==> src/sv/fresnel_unpolarized_coefficients_core_macros.svh <==
// Assertion macros shared by the Fresnel coefficient core.
`ifndef FRESNEL_UNPOLARIZED_COEFFICIENTS_CORE_MACROS_SVH
`define FRESNEL_UNPOLARIZED_COEFFICIENTS_CORE_MACROS_SVH

// Same-cycle implication, sampled on clk_i, disabled during reset.
`define FUPC_ASSERT_IMPL(lbl, ante, cons) \
  lbl: assert property (@(posedge clk_i) disable iff (!rst_ni) (ante) |-> (cons)) \
    else $error("fupc assertion failed");

// Next-cycle implication, sampled on clk_i, disabled during reset.
`define FUPC_ASSERT_NEXT(lbl, ante, cons) \
  lbl: assert property (@(posedge clk_i) disable iff (!rst_ni) (ante) |=> (cons)) \
    else $error("fupc assertion failed");

`endif

==> src/sv/fupc_pkg.sv <==
// Types and constants of the Fresnel coefficient core.
`default_nettype none
package fupc_pkg;

  localparam int CompW     = 16;
  localparam int IdxW      = 16;
  localparam int OutW      = 16;
  localparam int CosW      = 2 * CompW + 2;
  localparam int ProdW     = CosW + IdxW + 1;
  localparam int SumW      = ProdW + 1;
  localparam int RemW      = SumW + 1;
  localparam int RatioFrac = 30;
  localparam int SqW       = 2 * RatioFrac + 1;
  localparam int AccW      = SqW + 1;
  localparam int RoundPos  = 2 * RatioFrac - 16;
  localparam int OutShift  = 2 * RatioFrac - 14;
  localparam int FifoDepth = 4;
  localparam int FifoAw    = $clog2(FifoDepth);

  localparam logic [OutW-1:0] UnitQ15 = OutW'(32768);

  localparam longint TirSqNum = 64'd152399025;
  localparam longint TirSqDen = 64'd9765625;
  localparam longint TirLimit = (TirSqNum << (2 * (CompW - 2) - 10)) / TirSqDen;

  typedef struct packed {
    logic signed [CompW-1:0] normal_x;
    logic signed [CompW-1:0] normal_y;
    logic signed [CompW-1:0] normal_z;
    logic signed [CompW-1:0] incident_x;
    logic signed [CompW-1:0] incident_y;
    logic signed [CompW-1:0] incident_z;
    logic signed [CompW-1:0] transmit_x;
    logic signed [CompW-1:0] transmit_y;
    logic signed [CompW-1:0] transmit_z;
    logic [IdxW-1:0]         index_incident;
    logic [IdxW-1:0]         index_transmitted;
  } fupc_in_t;

  typedef struct packed {
    logic [OutW-1:0] reflectance;
    logic [OutW-1:0] transmittance;
    logic            total_internal;
  } fupc_out_t;

  typedef struct packed {
    logic                   total_internal;
    logic signed [CosW-1:0] cos_i;
    logic signed [CosW-1:0] cos_t;
    logic [IdxW-1:0]        index_incident;
    logic [IdxW-1:0]        index_transmitted;
  } fupc_item_t;

endpackage
`default_nettype wire

==> src/sv/fupc_fifo.sv <==
// Short queue between the front end and the back end.
`default_nettype none
`include "fresnel_unpolarized_coefficients_core_macros.svh"
module fupc_fifo import fupc_pkg::*; (
  input  logic       clk_i,
  input  logic       rst_ni,
  input  logic       push_valid_i,
  output logic       push_ready_o,
  input  fupc_item_t push_item_i,
  output logic       pop_valid_o,
  input  logic       pop_ready_i,
  output fupc_item_t pop_item_o
);

  fupc_item_t        mem_q [FifoDepth];
  logic [FifoAw-1:0] wr_ptr_q, rd_ptr_q;
  logic [FifoAw:0]   count_q;
  logic              push, pop;

  assign push_ready_o = count_q != (FifoAw+1)'(FifoDepth);
  assign pop_valid_o  = count_q != '0;
  assign push         = push_valid_i && push_ready_o;
  assign pop          = pop_valid_o && pop_ready_i;
  assign pop_item_o   = mem_q[rd_ptr_q];

  always_ff @(posedge clk_i or negedge rst_ni) begin
    if (!rst_ni) begin
      wr_ptr_q <= '0;
      rd_ptr_q <= '0;
      count_q  <= '0;
    end else begin
      if (push) wr_ptr_q <= wr_ptr_q + 1'b1;
      if (pop) rd_ptr_q <= rd_ptr_q + 1'b1;
      if (push && !pop) count_q <= count_q + 1'b1;
      else if (pop && !push) count_q <= count_q - 1'b1;
    end
  end

  always_ff @(posedge clk_i) begin
    if (push) mem_q[wr_ptr_q] <= push_item_i;
  end

  `FUPC_ASSERT_IMPL(a_count_bound, 1'b1, count_q <= (FifoAw+1)'(FifoDepth))
  `FUPC_ASSERT_NEXT(a_count_up, push && !pop, count_q == $past(count_q) + 1'b1)
  `FUPC_ASSERT_IMPL(a_ptr_gap, 1'b1, FifoAw'(wr_ptr_q - rd_ptr_q) == FifoAw'(count_q))

endmodule
`default_nettype wire

==> config.mk <==
export PLATFORM = sky130hd
export DESIGN_NAME = fupc_fifo
export DESIGN_NICKNAME = d
export VERILOG_FILES = /design/src/sv/fupc_pkg.sv /design/src/sv/fupc_fifo.sv
export VERILOG_INCLUDE_DIRS = /design/src /design/src/sv
export SDC_FILE = /design/constraint.sdc
export NUM_CORES = 1
export LEC_CHECK = 0
export BUFFER_PORTS_ARGS = -buffer_cell sky130_fd_sc_hd__buf_2
export CAP_MARGIN = 20
export CORE_ASPECT_RATIO = 1.1
export CORE_MARGIN = 5
export CORE_UTILIZATION = 60
export CTS_BUF_LIST = sky130_fd_sc_hd__clkbuf_4 sky130_fd_sc_hd__clkbuf_8
export CTS_CLUSTER_SIZE = 16
export DETAILED_ROUTE_END_ITERATION = 6
export PLACE_DENSITY = 0.83
export SYNTH_ARGS = -nofsm -noshare
export SYNTH_HDL_FRONTEND = slang
export SYNTH_SLANG_ARGS = --single-unit
==> constraint.sdc <==
create_clock -name clk_i -period 8.58 [get_ports clk_i]
set_input_delay 0.429 -clock clk_i [delete_from_list [all_inputs] [get_ports clk_i]]
set_output_delay 0.429 -clock clk_i [all_outputs]
set_load 0.02 [all_outputs]
=== After elaboration in Yosys (flattened, before gate mapping) ===
Memories as Yosys holds them, arrays and structs flattened.
Index checks and enable logic that the tools add are counted.

* Memories kept: 1
* Bits of input ports: 105
* Output and inout port bits: 103
* Register bits: 7
* Word-level logic and storage cells: 21
* RAM bits: 404

{| class="wikitable"
|+ Memory list
! name !! words !! width !! rd ports !! clocked after memory_dff !! write ports !! RTL line !! source
|-
| mem_q || 4 || 101 || 1 || 0 || 1 || fupc_fifo.sv:15 || <nowiki>fupc_item_t mem_q [FifoDepth];</nowiki>
|}

* Reductions and logical operators: 8
* Multiplexer cells: 4
* Eq/ne operators: 1
* Add/sub/neg operators: 4

{| class="wikitable"
|+ Operators with widths
! kind !! number
|-
| $mux 3 || 2
|-
| $add 2x1->2 const B || 2
|-
| $logic_and 1x1->1 || 4
|-
| $add 3x1->3 const B || 1
|-
| $ne 3x3->1 const B || 1
|-
| $reduce_bool 3->1 || 1
|-
| $sub 3x1->3 const B || 1
|-
| $logic_not 1->1 || 2
|-
| $mux 1 || 2
|-
| $reduce_bool 2->1 || 1
|}

=== Logic depth before layout (Yosys ltp) ===
Gate-level depths: netlist of the first run.

* Word-level depth: 6
* Mapped depth: 8
* Mapped depth without buffers: 8

=== Least setup slack after synthesis of the first run ===
Ideal clock, no wire load.

* Path kind: flip-flop to flip-flop
* Start point: register count_q[0]
* End point: memory mem_q[0][0] in the netlist's numbering (enable)
* Clock period less this slack: 3.583 ns
* Cell stages (with the launch flop): 4
* Library setup time: 0.471 ns
* Setup slack: 4.997 ns
* Required time: 8.109 ns
* Arrival: 3.112 ns
* Path buffers: 0
* Cell sequence: dfrtp_1 -> nor2_1 -> a21boi_2 -> and2_1

* Word-level cells in the longest chain between the ends: 4

{| class="wikitable"
|+ RTL lines
! element !! RTL line !! source
|-
| start, declared || fupc_fifo.sv:17 || <nowiki>logic [FifoAw:0] count_q;</nowiki>
|-
| start signal, assigned || fupc_fifo.sv:34 || <nowiki>if (push && !pop) count_q <= count_q + 1'b1;</nowiki>
|-
| start signal, assigned || fupc_fifo.sv:35 || <nowiki>else if (pop && !push) count_q <= count_q - 1'b1;</nowiki>
|-
| $ne 3x3->1 || fupc_fifo.sv:20 || <nowiki>assign push_ready_o = count_q != (FifoAw+1)'(FifoDepth);</nowiki>
|-
| $logic_and 1x1->1 || fupc_fifo.sv:22 || <nowiki>assign push = push_valid_i && push_ready_o;</nowiki>
|-
| net push || fupc_fifo.sv:18 || <nowiki>logic push, pop;</nowiki>
|-
| $mux 1 || fupc_fifo.sv:40 || <nowiki>if (push) mem_q[wr_ptr_q] <= push_item_i;</nowiki>
|-
| $mux 1 (implied by the code) || fupc_fifo.sv:40 ||
|-
| end, declared || fupc_fifo.sv:15 ||
|}

The timed path passes the listed nets, and every way through them passes these cells.

==> metrics.txt, run 1 <==
# TYPE chip_impl_metric gauge
chip_impl_metric{name="grt_max_degree",unit=""} 58
chip_impl_metric{name="cts-hold-fix-buffers",unit=""} 1
chip_impl_metric{name="path_max_fanout",unit=""} 46
chip_impl_metric{name="worst_ir_drop_vdd",unit="mV"} 0.287
chip_impl_metric{name="netlist_instances",unit=""} 563
chip_impl_info{name="cts_tree",value="built"} 1
chip_impl_metric{name="number_of_stages_on_the_worst_setup_path",unit=""} 5
chip_impl_metric{name="synthesis.area",unit="um2"} 15100
chip_impl_metric{name="floorplan.initialDensity",unit="%"} 61.1
chip_impl_metric{name="fillers",unit=""} 1445
chip_impl_metric{name="placed_instance_count",unit=""} 1063
chip_impl_info{name="worstSetupStartpointType",value="flip-flop"} 1
chip_impl_metric{name="finish.net_count",unit=""} 929
chip_impl_metric{name="grt_pass1_wl",unit="um"} 42900
chip_impl_metric{name="final_util",unit="%"} 71.3
chip_impl_info{name="run_status",value="complete, no violations"} 1
chip_impl_info{name="end_kind",value="primary output"} 1
chip_impl_metric{name="yosys-mux-area-fraction",unit="%"} 15.3
chip_impl_metric{name="finalInstanceArea",unit="um2"} 17600
chip_impl_metric{name="clk-insertion-delay-late",unit="ns"} 0.57
chip_impl_metric{name="yosys.area_share.simple",unit="%"} 0.341
chip_impl_metric{name="max_clock_freq",unit="MHz"} 298
chip_impl_metric{name="max_slew_margin",unit="%"} 41.5
chip_impl_metric{name="slew_violations",unit=""} 0
chip_impl_info{name="layout.cells.most_common",value="edfxtp_1"} 1
chip_impl_info{name="critical-path-top-cell-by-count",value="buf_16"} 1
chip_impl_metric{name="die_area",unit="um2"} 28400
chip_impl_metric{name="buffer_ports.inserted",unit=""} 207
chip_impl_info{name="unrepaired_setup_endpoints_after_global_routing",value="no"} 1
chip_impl_metric{name="worst_pin_slew",unit="ns"} 0.878
chip_impl_metric{name="synthXorXnorAreaFrac",unit="%"} 0.349
chip_impl_metric{name="post-cts-setup-buffer-count",unit=""} 0
chip_impl_info{name="layout_common_cells",value="404 x edfxtp_1, 207 x buf_2, 101 x mux4_2"} 1
chip_impl_metric{name="route.detailed.vias_per_inst",unit=""} 5.73
chip_impl_metric{name="grt_pass1_vias",unit=""} 7479
chip_impl_metric{name="placeableCoreArea",unit="um2"} 24600
chip_impl_metric{name="fin_worst_skew",unit="ns"} 0.0210
chip_impl_metric{name="post_cts_sizing",unit=""} 0
chip_impl_metric{name="final.period_utilization",unit="%"} 39.2
chip_impl_metric{name="worst_path_largest_cell_delay",unit="ns"} 0.59
chip_impl_info{name="cts.root.buffer_cell",value="clkbuf_8"} 1
chip_impl_info{name="largest_family_of_logic_cells_by_synthesized_area",value="multiplexers"} 1
chip_impl_metric{name="finalCriticalPeriod",unit="ns"} 3.36
chip_impl_metric{name="max_clock_buf_depth",unit=""} 3
chip_impl_metric{name="fp.dieH",unit="um"} 176
chip_impl_metric{name="grt_util_all_layers",unit="%"} 19.8
chip_impl_metric{name="tritoncts.num_buffers",unit=""} 60
chip_impl_info{name="r2r_start",value="count_q[0]"} 1
chip_impl_info{name="cp_slowest_cell",value="dfrtp_4"} 1
chip_impl_metric{name="power_density",unit="nW/um2"} 359
chip_impl_metric{name="rr_worst_depth",unit=""} 4
chip_impl_metric{name="clk_pin_slew_worst_paths",unit="ns"} 0.06
chip_impl_metric{name="cp.buffers_inverters",unit=""} 4
chip_impl_metric{name="setup_tns",unit="ns"} 0
chip_impl_metric{name="post_dp_cell_area",unit="um2"} 16300
chip_impl_metric{name="routability_congestion_estimate_from_global_placement",unit=""} 0.738
chip_impl_metric{name="grt_antenna_before_repair",unit=""} 6
chip_impl_metric{name="area_delta_synth_final",unit="%"} 16.6
chip_impl_metric{name="totalWireLength",unit="um"} 27400
chip_impl_metric{name="drt_iter0_markers",unit=""} 511
chip_impl_metric{name="setup_violating_endpoint_count_in_the_final_report",unit=""} 0
chip_impl_metric{name="rows",unit=""} 60
chip_impl_info{name="setup.worst_path.start",value="rd_ptr_q[0]"} 1
chip_impl_metric{name="final-instance-count-excl-fill",unit=""} 1174
chip_impl_metric{name="avgRoutedWirePerCell",unit="um"} 23.3
chip_impl_metric{name="hpwl",unit="um"} 16600
chip_impl_metric{name="cp.arrival",unit="ns"} 2.93
chip_impl_metric{name="finalHoldViolations",unit=""} 0
chip_impl_metric{name="critPathRequiredTime",unit="ns"} 8.15
chip_impl_metric{name="worst-r2r-setup-slack",unit="ns"} 5.80
chip_impl_info{name="critPathTopFamily",value="buffers and inverters"} 1
chip_impl_metric{name="synth_sequential_area_ratio",unit="%"} 81.7
chip_impl_metric{name="synth-adder-area-share",unit="%"} 0.549
chip_impl_metric{name="clock_sinks",unit=""} 411
chip_impl_info{name="crit_type",value="flip-flop to primary output"} 1
chip_impl_info{name="critical_path_cell_list",value="buf_16 > buf_4 > buf_16 > mux4_2 > buf_2"} 1
chip_impl_metric{name="power_leakage",unit="nW"} 6.04
chip_impl_metric{name="synth_nets",unit=""} 674
chip_impl_metric{name="grt_overflow",unit=""} 0
chip_impl_metric{name="vias",unit=""} 6729
chip_impl_metric{name="post_route_cells_drive_above_1_share",unit="%"} 48.3
chip_impl_metric{name="io_pins",unit=""} 208
chip_impl_metric{name="postSynthRegisterBits",unit=""} 411
chip_impl_metric{name="post-route-drc-count",unit=""} 0
chip_impl_metric{name="ys_warn_count",unit=""} 0
chip_impl_metric{name="initial_drt_pass_iterations",unit=""} 5
chip_impl_metric{name="die_x",unit="um"} 161
chip_impl_metric{name="synth_compound_area_share",unit="%"} 0.0748
chip_impl_metric{name="drt.antenna.violating_nets",unit=""} 0
chip_impl_metric{name="synthesis.area_per_instance",unit="um2"} 26.7
chip_impl_metric{name="yosysUniqueCellTypes",unit=""} 21
chip_impl_info{name="type_of_the_most_critical_hold_path",value="input port to flip-flop"} 1
chip_impl_info{name="crit-reg2reg-capture",value="mem_q[0][59]"} 1
chip_impl_metric{name="htree_levels",unit=""} 2
chip_impl_metric{name="maxCapViolations",unit=""} 0
chip_impl_info{name="cp-endpoint",value="pop_item_o[24]"} 1
-- kinds of logic (layout without fill, tap and decap cells) --
logic type | Yosys count | in the layout
buffers and inverters | 26 | 325
other | 0 | 2
muxes | 103 | 103
adders and majority gates | 6 | 6
xor gates and xnor gates | 6 | 6
and+or+nand+nor | 10 | 10
AOI/OAI and AO/OA | 1 | 1
DFF | 411 | 411
-- stage by stage --
step | power, mW | hold slack [ns] | setup WS [ns]
6_report | 6.30 | 0.0678 | 5.22
5_1_grt | 6.62 | 0.0170 | 4.94
4_1_cts | 6.36 | 0.0268 | 4.46
3_5_place_dp | 4.83 | 0.274 | 5.13
3_3_place_gp | 4.76 | 0.263 | 5.17
2_1_floorplan | 4.29 | 0.133 | 5.00
-- state kept, by name, summed over array words and instances, names as in the netlist --
signal / flops
count_q: 3
mem_q: 404
rd_ptr_q: 2
wr_ptr_q: 2
-- worst register-to-register path, delay by kind of cell (launching register included) --
kind / cells / cell delay [ns]
and+or+nand+nor: 2 / 0.87
buffers and inverters: 1 / 0.75
DFF: 1 / 0.44
AOI/OAI and AO/OA: 1 / 0.33
-- routing by layer --
metal  GRT usage [%]  wire length [um]
met5               0                32
met4            6.08               592
met3            4.95              1970
met2            33.3             14400
met1            26.3             10400
-- how the worst min path moves through the flow --
stage               depth (start not counted)            to             from  slack [ns]
global placement                            1    count_q[1]           rst_ni        0.26
floorplan                                   0    count_q[0]           rst_ni        0.13
detailed placement                          1    count_q[1]           rst_ni        0.27
global route                                1  mem_q[3][85]  push_item_i[85]        0.02
CTS                                         1  mem_q[1][45]  push_item_i[45]        0.03
finish                                      1  mem_q[0][64]  push_item_i[64]        0.07
-- power by group --
| group | internal, mW | leakage [nW] | switching (mW) | total (mW) |
|---|---|---|---|---|
| combinational | 0.803 | 1.63 | 1.15 | 1.96 |
| clock | 0.849 | 0.626 | 0.681 | 1.53 |
| sequential | 2.66 | 3.78 | 0.155 | 2.82 |
| total | 4.31 | 6.04 | 1.99 | 6.30 |
-- synth_stat cells (all sizes together) --
master	instances	share of area, %
or3	1	0.042
nand3	1	0.033
nand2	2	0.050
and2	4	0.17
ha	5	0.42
fa	1	0.13
nor2	2	0.050
mux2	2	0.15
edfxtp	404	81
a21boi	1	0.075
clkbuf	2	0.050
inv	3	0.075
buf	21	1.6
xnor2	4	0.23
mux4	101	15
xor2	2	0.12
dfrtp	7	1.2
-- cell type report --
class	instances	area (um2)	area share, %
Antenna cell	2	5.00	0.0285
Clock buffer	78	961	5.47
Clock inverter	28	228	1.30
Inverter	3	11.3	0.0641
Multi-Input combinational cell	126	2500	14.3
Sequential cell	411	12300	70.1
Tap cell	310	388	2.21
Timing Repair Buffer	216	1150	6.53
No activity file was read; power rests on OpenSTA's default activity.
==> run 2, diff against run 1 <==
Settings changed: CORE_UTILIZATION 60 to 59, PLACE_DENSITY 0.83 to 0.82.
Clock period 8.58 ns to 3.45 ns, I/O delays scaled along.
==> metrics.txt, run 2 (synthesis results as in run 1) <==
# TYPE chip_impl_metric gauge
chip_impl_metric{name="tritoncts.num_buffers",unit=""} 58
chip_impl_metric{name="placeableCoreArea",unit="um2"} 25200
chip_impl_info{name="type_of_the_most_critical_hold_path",value="input port to flip-flop"} 1
chip_impl_metric{name="initial_drt_pass_iterations",unit=""} 4
chip_impl_metric{name="number_of_stages_on_the_worst_setup_path",unit=""} 3
chip_impl_metric{name="setup_violating_endpoint_count_in_the_final_report",unit=""} 0
chip_impl_metric{name="grt_antenna_before_repair",unit=""} 3
chip_impl_metric{name="max_clock_buf_depth",unit=""} 3
chip_impl_metric{name="grt_max_degree",unit=""} 62
chip_impl_info{name="cts_tree",value="built"} 1
chip_impl_metric{name="fin_worst_skew",unit="ns"} 0.0326
chip_impl_metric{name="vias",unit=""} 7270
chip_impl_metric{name="clk_pin_slew_worst_paths",unit="ns"} 0.06
chip_impl_info{name="end_kind",value="primary output"} 1
chip_impl_metric{name="final.period_utilization",unit="%"} 76.4
chip_impl_metric{name="hold-path-cell-count",unit=""} 3
chip_impl_metric{name="post-route-drc-count",unit=""} 0
chip_impl_metric{name="critPathRequiredTime",unit="ns"} 3.28
chip_impl_metric{name="worst-r2r-setup-slack",unit="ns"} 1.16
chip_impl_metric{name="grt_util_all_layers",unit="%"} 21.7
chip_impl_info{name="layout_common_cells",value="404 x edfxtp_1, 207 x buf_2, 104 x dlygate4sd3_1"} 1
chip_impl_metric{name="power_density",unit="nW/um2"} 853
chip_impl_metric{name="max_clock_freq",unit="MHz"} 379
chip_impl_metric{name="io_pins",unit=""} 208
chip_impl_metric{name="largest_register_ffs",unit=""} 404
chip_impl_metric{name="buffer_ports.inserted",unit=""} 207
chip_impl_info{name="critPathTopFamily",value="flip-flops"} 1
chip_impl_info{name="run_status",value="complete, no violations"} 1
chip_impl_info{name="cp-endpoint",value="pop_item_o[93]"} 1
chip_impl_metric{name="rows",unit=""} 61
chip_impl_metric{name="clk-insertion-delay-late",unit="ns"} 0.59
chip_impl_metric{name="grt_pass1_wl",unit="um"} 46800
chip_impl_metric{name="finalInstanceArea",unit="um2"} 18700
chip_impl_metric{name="routability_congestion_estimate_from_global_placement",unit=""} 0.753
chip_impl_metric{name="slew_violations",unit=""} 0
chip_impl_metric{name="avgRoutedWirePerCell",unit="um"} 23.8
chip_impl_metric{name="totalWireLength",unit="um"} 30700
chip_impl_metric{name="fillers",unit=""} 1324
chip_impl_info{name="layout.cells.most_common",value="edfxtp_1"} 1
chip_impl_metric{name="drt_iter0_markers",unit=""} 397
chip_impl_info{name="cts.root.buffer_cell",value="clkbuf_8"} 1
chip_impl_metric{name="area_delta_synth_final",unit="%"} 24.1
chip_impl_metric{name="hpwl",unit="um"} 18300
chip_impl_metric{name="drt.antenna.violating_nets",unit=""} 0
chip_impl_info{name="unrepaired_setup_endpoints_after_global_routing",value="no"} 1
chip_impl_metric{name="worst_pin_slew",unit="ns"} 0.733
chip_impl_metric{name="die_area",unit="um2"} 28800
chip_impl_info{name="crit-reg2reg-capture",value="mem_q[1][38]"} 1
chip_impl_info{name="min-delay-start",value="push_valid_i"} 1
chip_impl_metric{name="route.detailed.vias_per_inst",unit=""} 5.64
chip_impl_metric{name="die_x",unit="um"} 162
chip_impl_info{name="largestRegisters",value="mem_q: 404 flops, count_q: 3 flops"} 1
chip_impl_metric{name="post_dp_cell_area",unit="um2"} 16400
chip_impl_metric{name="fin_worst_hold_slack",unit="ns"} 0.0704
chip_impl_metric{name="fp.dieH",unit="um"} 178
chip_impl_info{name="worstSetupStartpointType",value="flip-flop"} 1
chip_impl_metric{name="post_route_cells_drive_above_1_share",unit="%"} 43.9
chip_impl_metric{name="worst_ir_drop_vdd",unit="mV"} 0.749
chip_impl_info{name="largest-register",value="mem_q"} 1
chip_impl_metric{name="path_max_fanout",unit=""} 61
chip_impl_metric{name="max_slew_margin",unit="%"} 51.1
chip_impl_metric{name="maxCapViolations",unit=""} 0
chip_impl_info{name="setup.worst_path.start",value="rd_ptr_q[1]"} 1
chip_impl_info{name="cp_slowest_cell",value="dfrtp_4"} 1
chip_impl_info{name="critical_path_cell_list",value="buf_12 > mux4_2 > buf_2"} 1
chip_impl_info{name="r2r_start",value="count_q[0]"} 1
chip_impl_metric{name="finalCriticalPeriod",unit="ns"} 2.64
chip_impl_metric{name="grt_pass1_vias",unit=""} 8000
chip_impl_metric{name="finalHoldViolations",unit=""} 0
chip_impl_metric{name="worst_path_largest_cell_delay",unit="ns"} 0.86
chip_impl_metric{name="finish.net_count",unit=""} 1033
chip_impl_metric{name="rr_worst_depth",unit=""} 4
chip_impl_metric{name="cp.buffers_inverters",unit=""} 2
chip_impl_info{name="crit_type",value="flip-flop to primary output"} 1
chip_impl_metric{name="clock_sinks",unit=""} 411
chip_impl_metric{name="power_leakage",unit="nW"} 6.51
chip_impl_metric{name="cp.arrival",unit="ns"} 2.46
chip_impl_metric{name="htree_levels",unit=""} 2
chip_impl_metric{name="floorplan.initialDensity",unit="%"} 59.8
chip_impl_metric{name="setup_tns",unit="ns"} 0
chip_impl_metric{name="grt_overflow",unit=""} 0
## run 2: final cells by class
type | count | area (um2) | share of cell area (%)
Inverter | 3 | 11.3 | 0.0603
Tap cell | 315 | 394 | 2.11
Clock buffer | 86 | 1040 | 5.57
Multi-Input combinational cell | 126 | 2500 | 13.4
Sequential cell | 411 | 12300 | 65.9
Antenna cell | 3 | 7.51 | 0.0402
Timing Repair Buffer | 322 | 2250 | 12.0
Clock inverter | 22 | 161 | 0.864
## run 2: routing by layer
| layer | GRT usage, % | part of all wire [%] |
|---|---|---|
| met1 | 27.2 | 37 |
| met2 | 37.9 | 55 |
| met3 | 4.46 | 5.8 |
| met4 | 7.68 | 3.0 |
| met5 | 0 | 0.068 |
## run 2: worst min path at each step
stage	to	slack, ns
2_1_floorplan	count_q[0]	-0.12
4_1_cts	wr_ptr_q[0]	0.04
3_5_place_dp	count_q[2]	0.02
6_report	wr_ptr_q[0]	0.07
3_3_place_gp	count_q[0]	0.02
5_1_grt	wr_ptr_q[0]	0.05
## run 2: worst register-to-register path: cells and delay by family (launching register included)
family | cells | cell delay [ns]
flops | 1 | 0.42
simple gates | 2 | 0.80
compound gates | 1 | 0.34
buf+inv | 1 | 0.40
## run 2: where the power goes
part | internal [mW] | total (mW) | switching [mW]
Sequential | 6.60 | 6.97 | 0.366
Clock | 2.09 | 3.80 | 1.72
Combinational | 2.11 | 5.15 | 3.04
## run 2: metrics by stage
step	instances	setup slack [ns]	utilization, %	total power [mW]
finish	1288	0.814	74.2	15.9
global route	1286	0.716	74.1	16.7
CTS	1285	0.807	74.1	16.0
detailed placement	1073	1.18	65.2	12.2
global placement	1073	1.27	65.2	12.0
floorplan	563	0.979	-	10.6
## run 2: what timing repair did
item,in CTS,in global routing
setup buffers,0,0
hold buffers,104,0
resized for setup,0,0
endpoints found under the hold margin,413,0
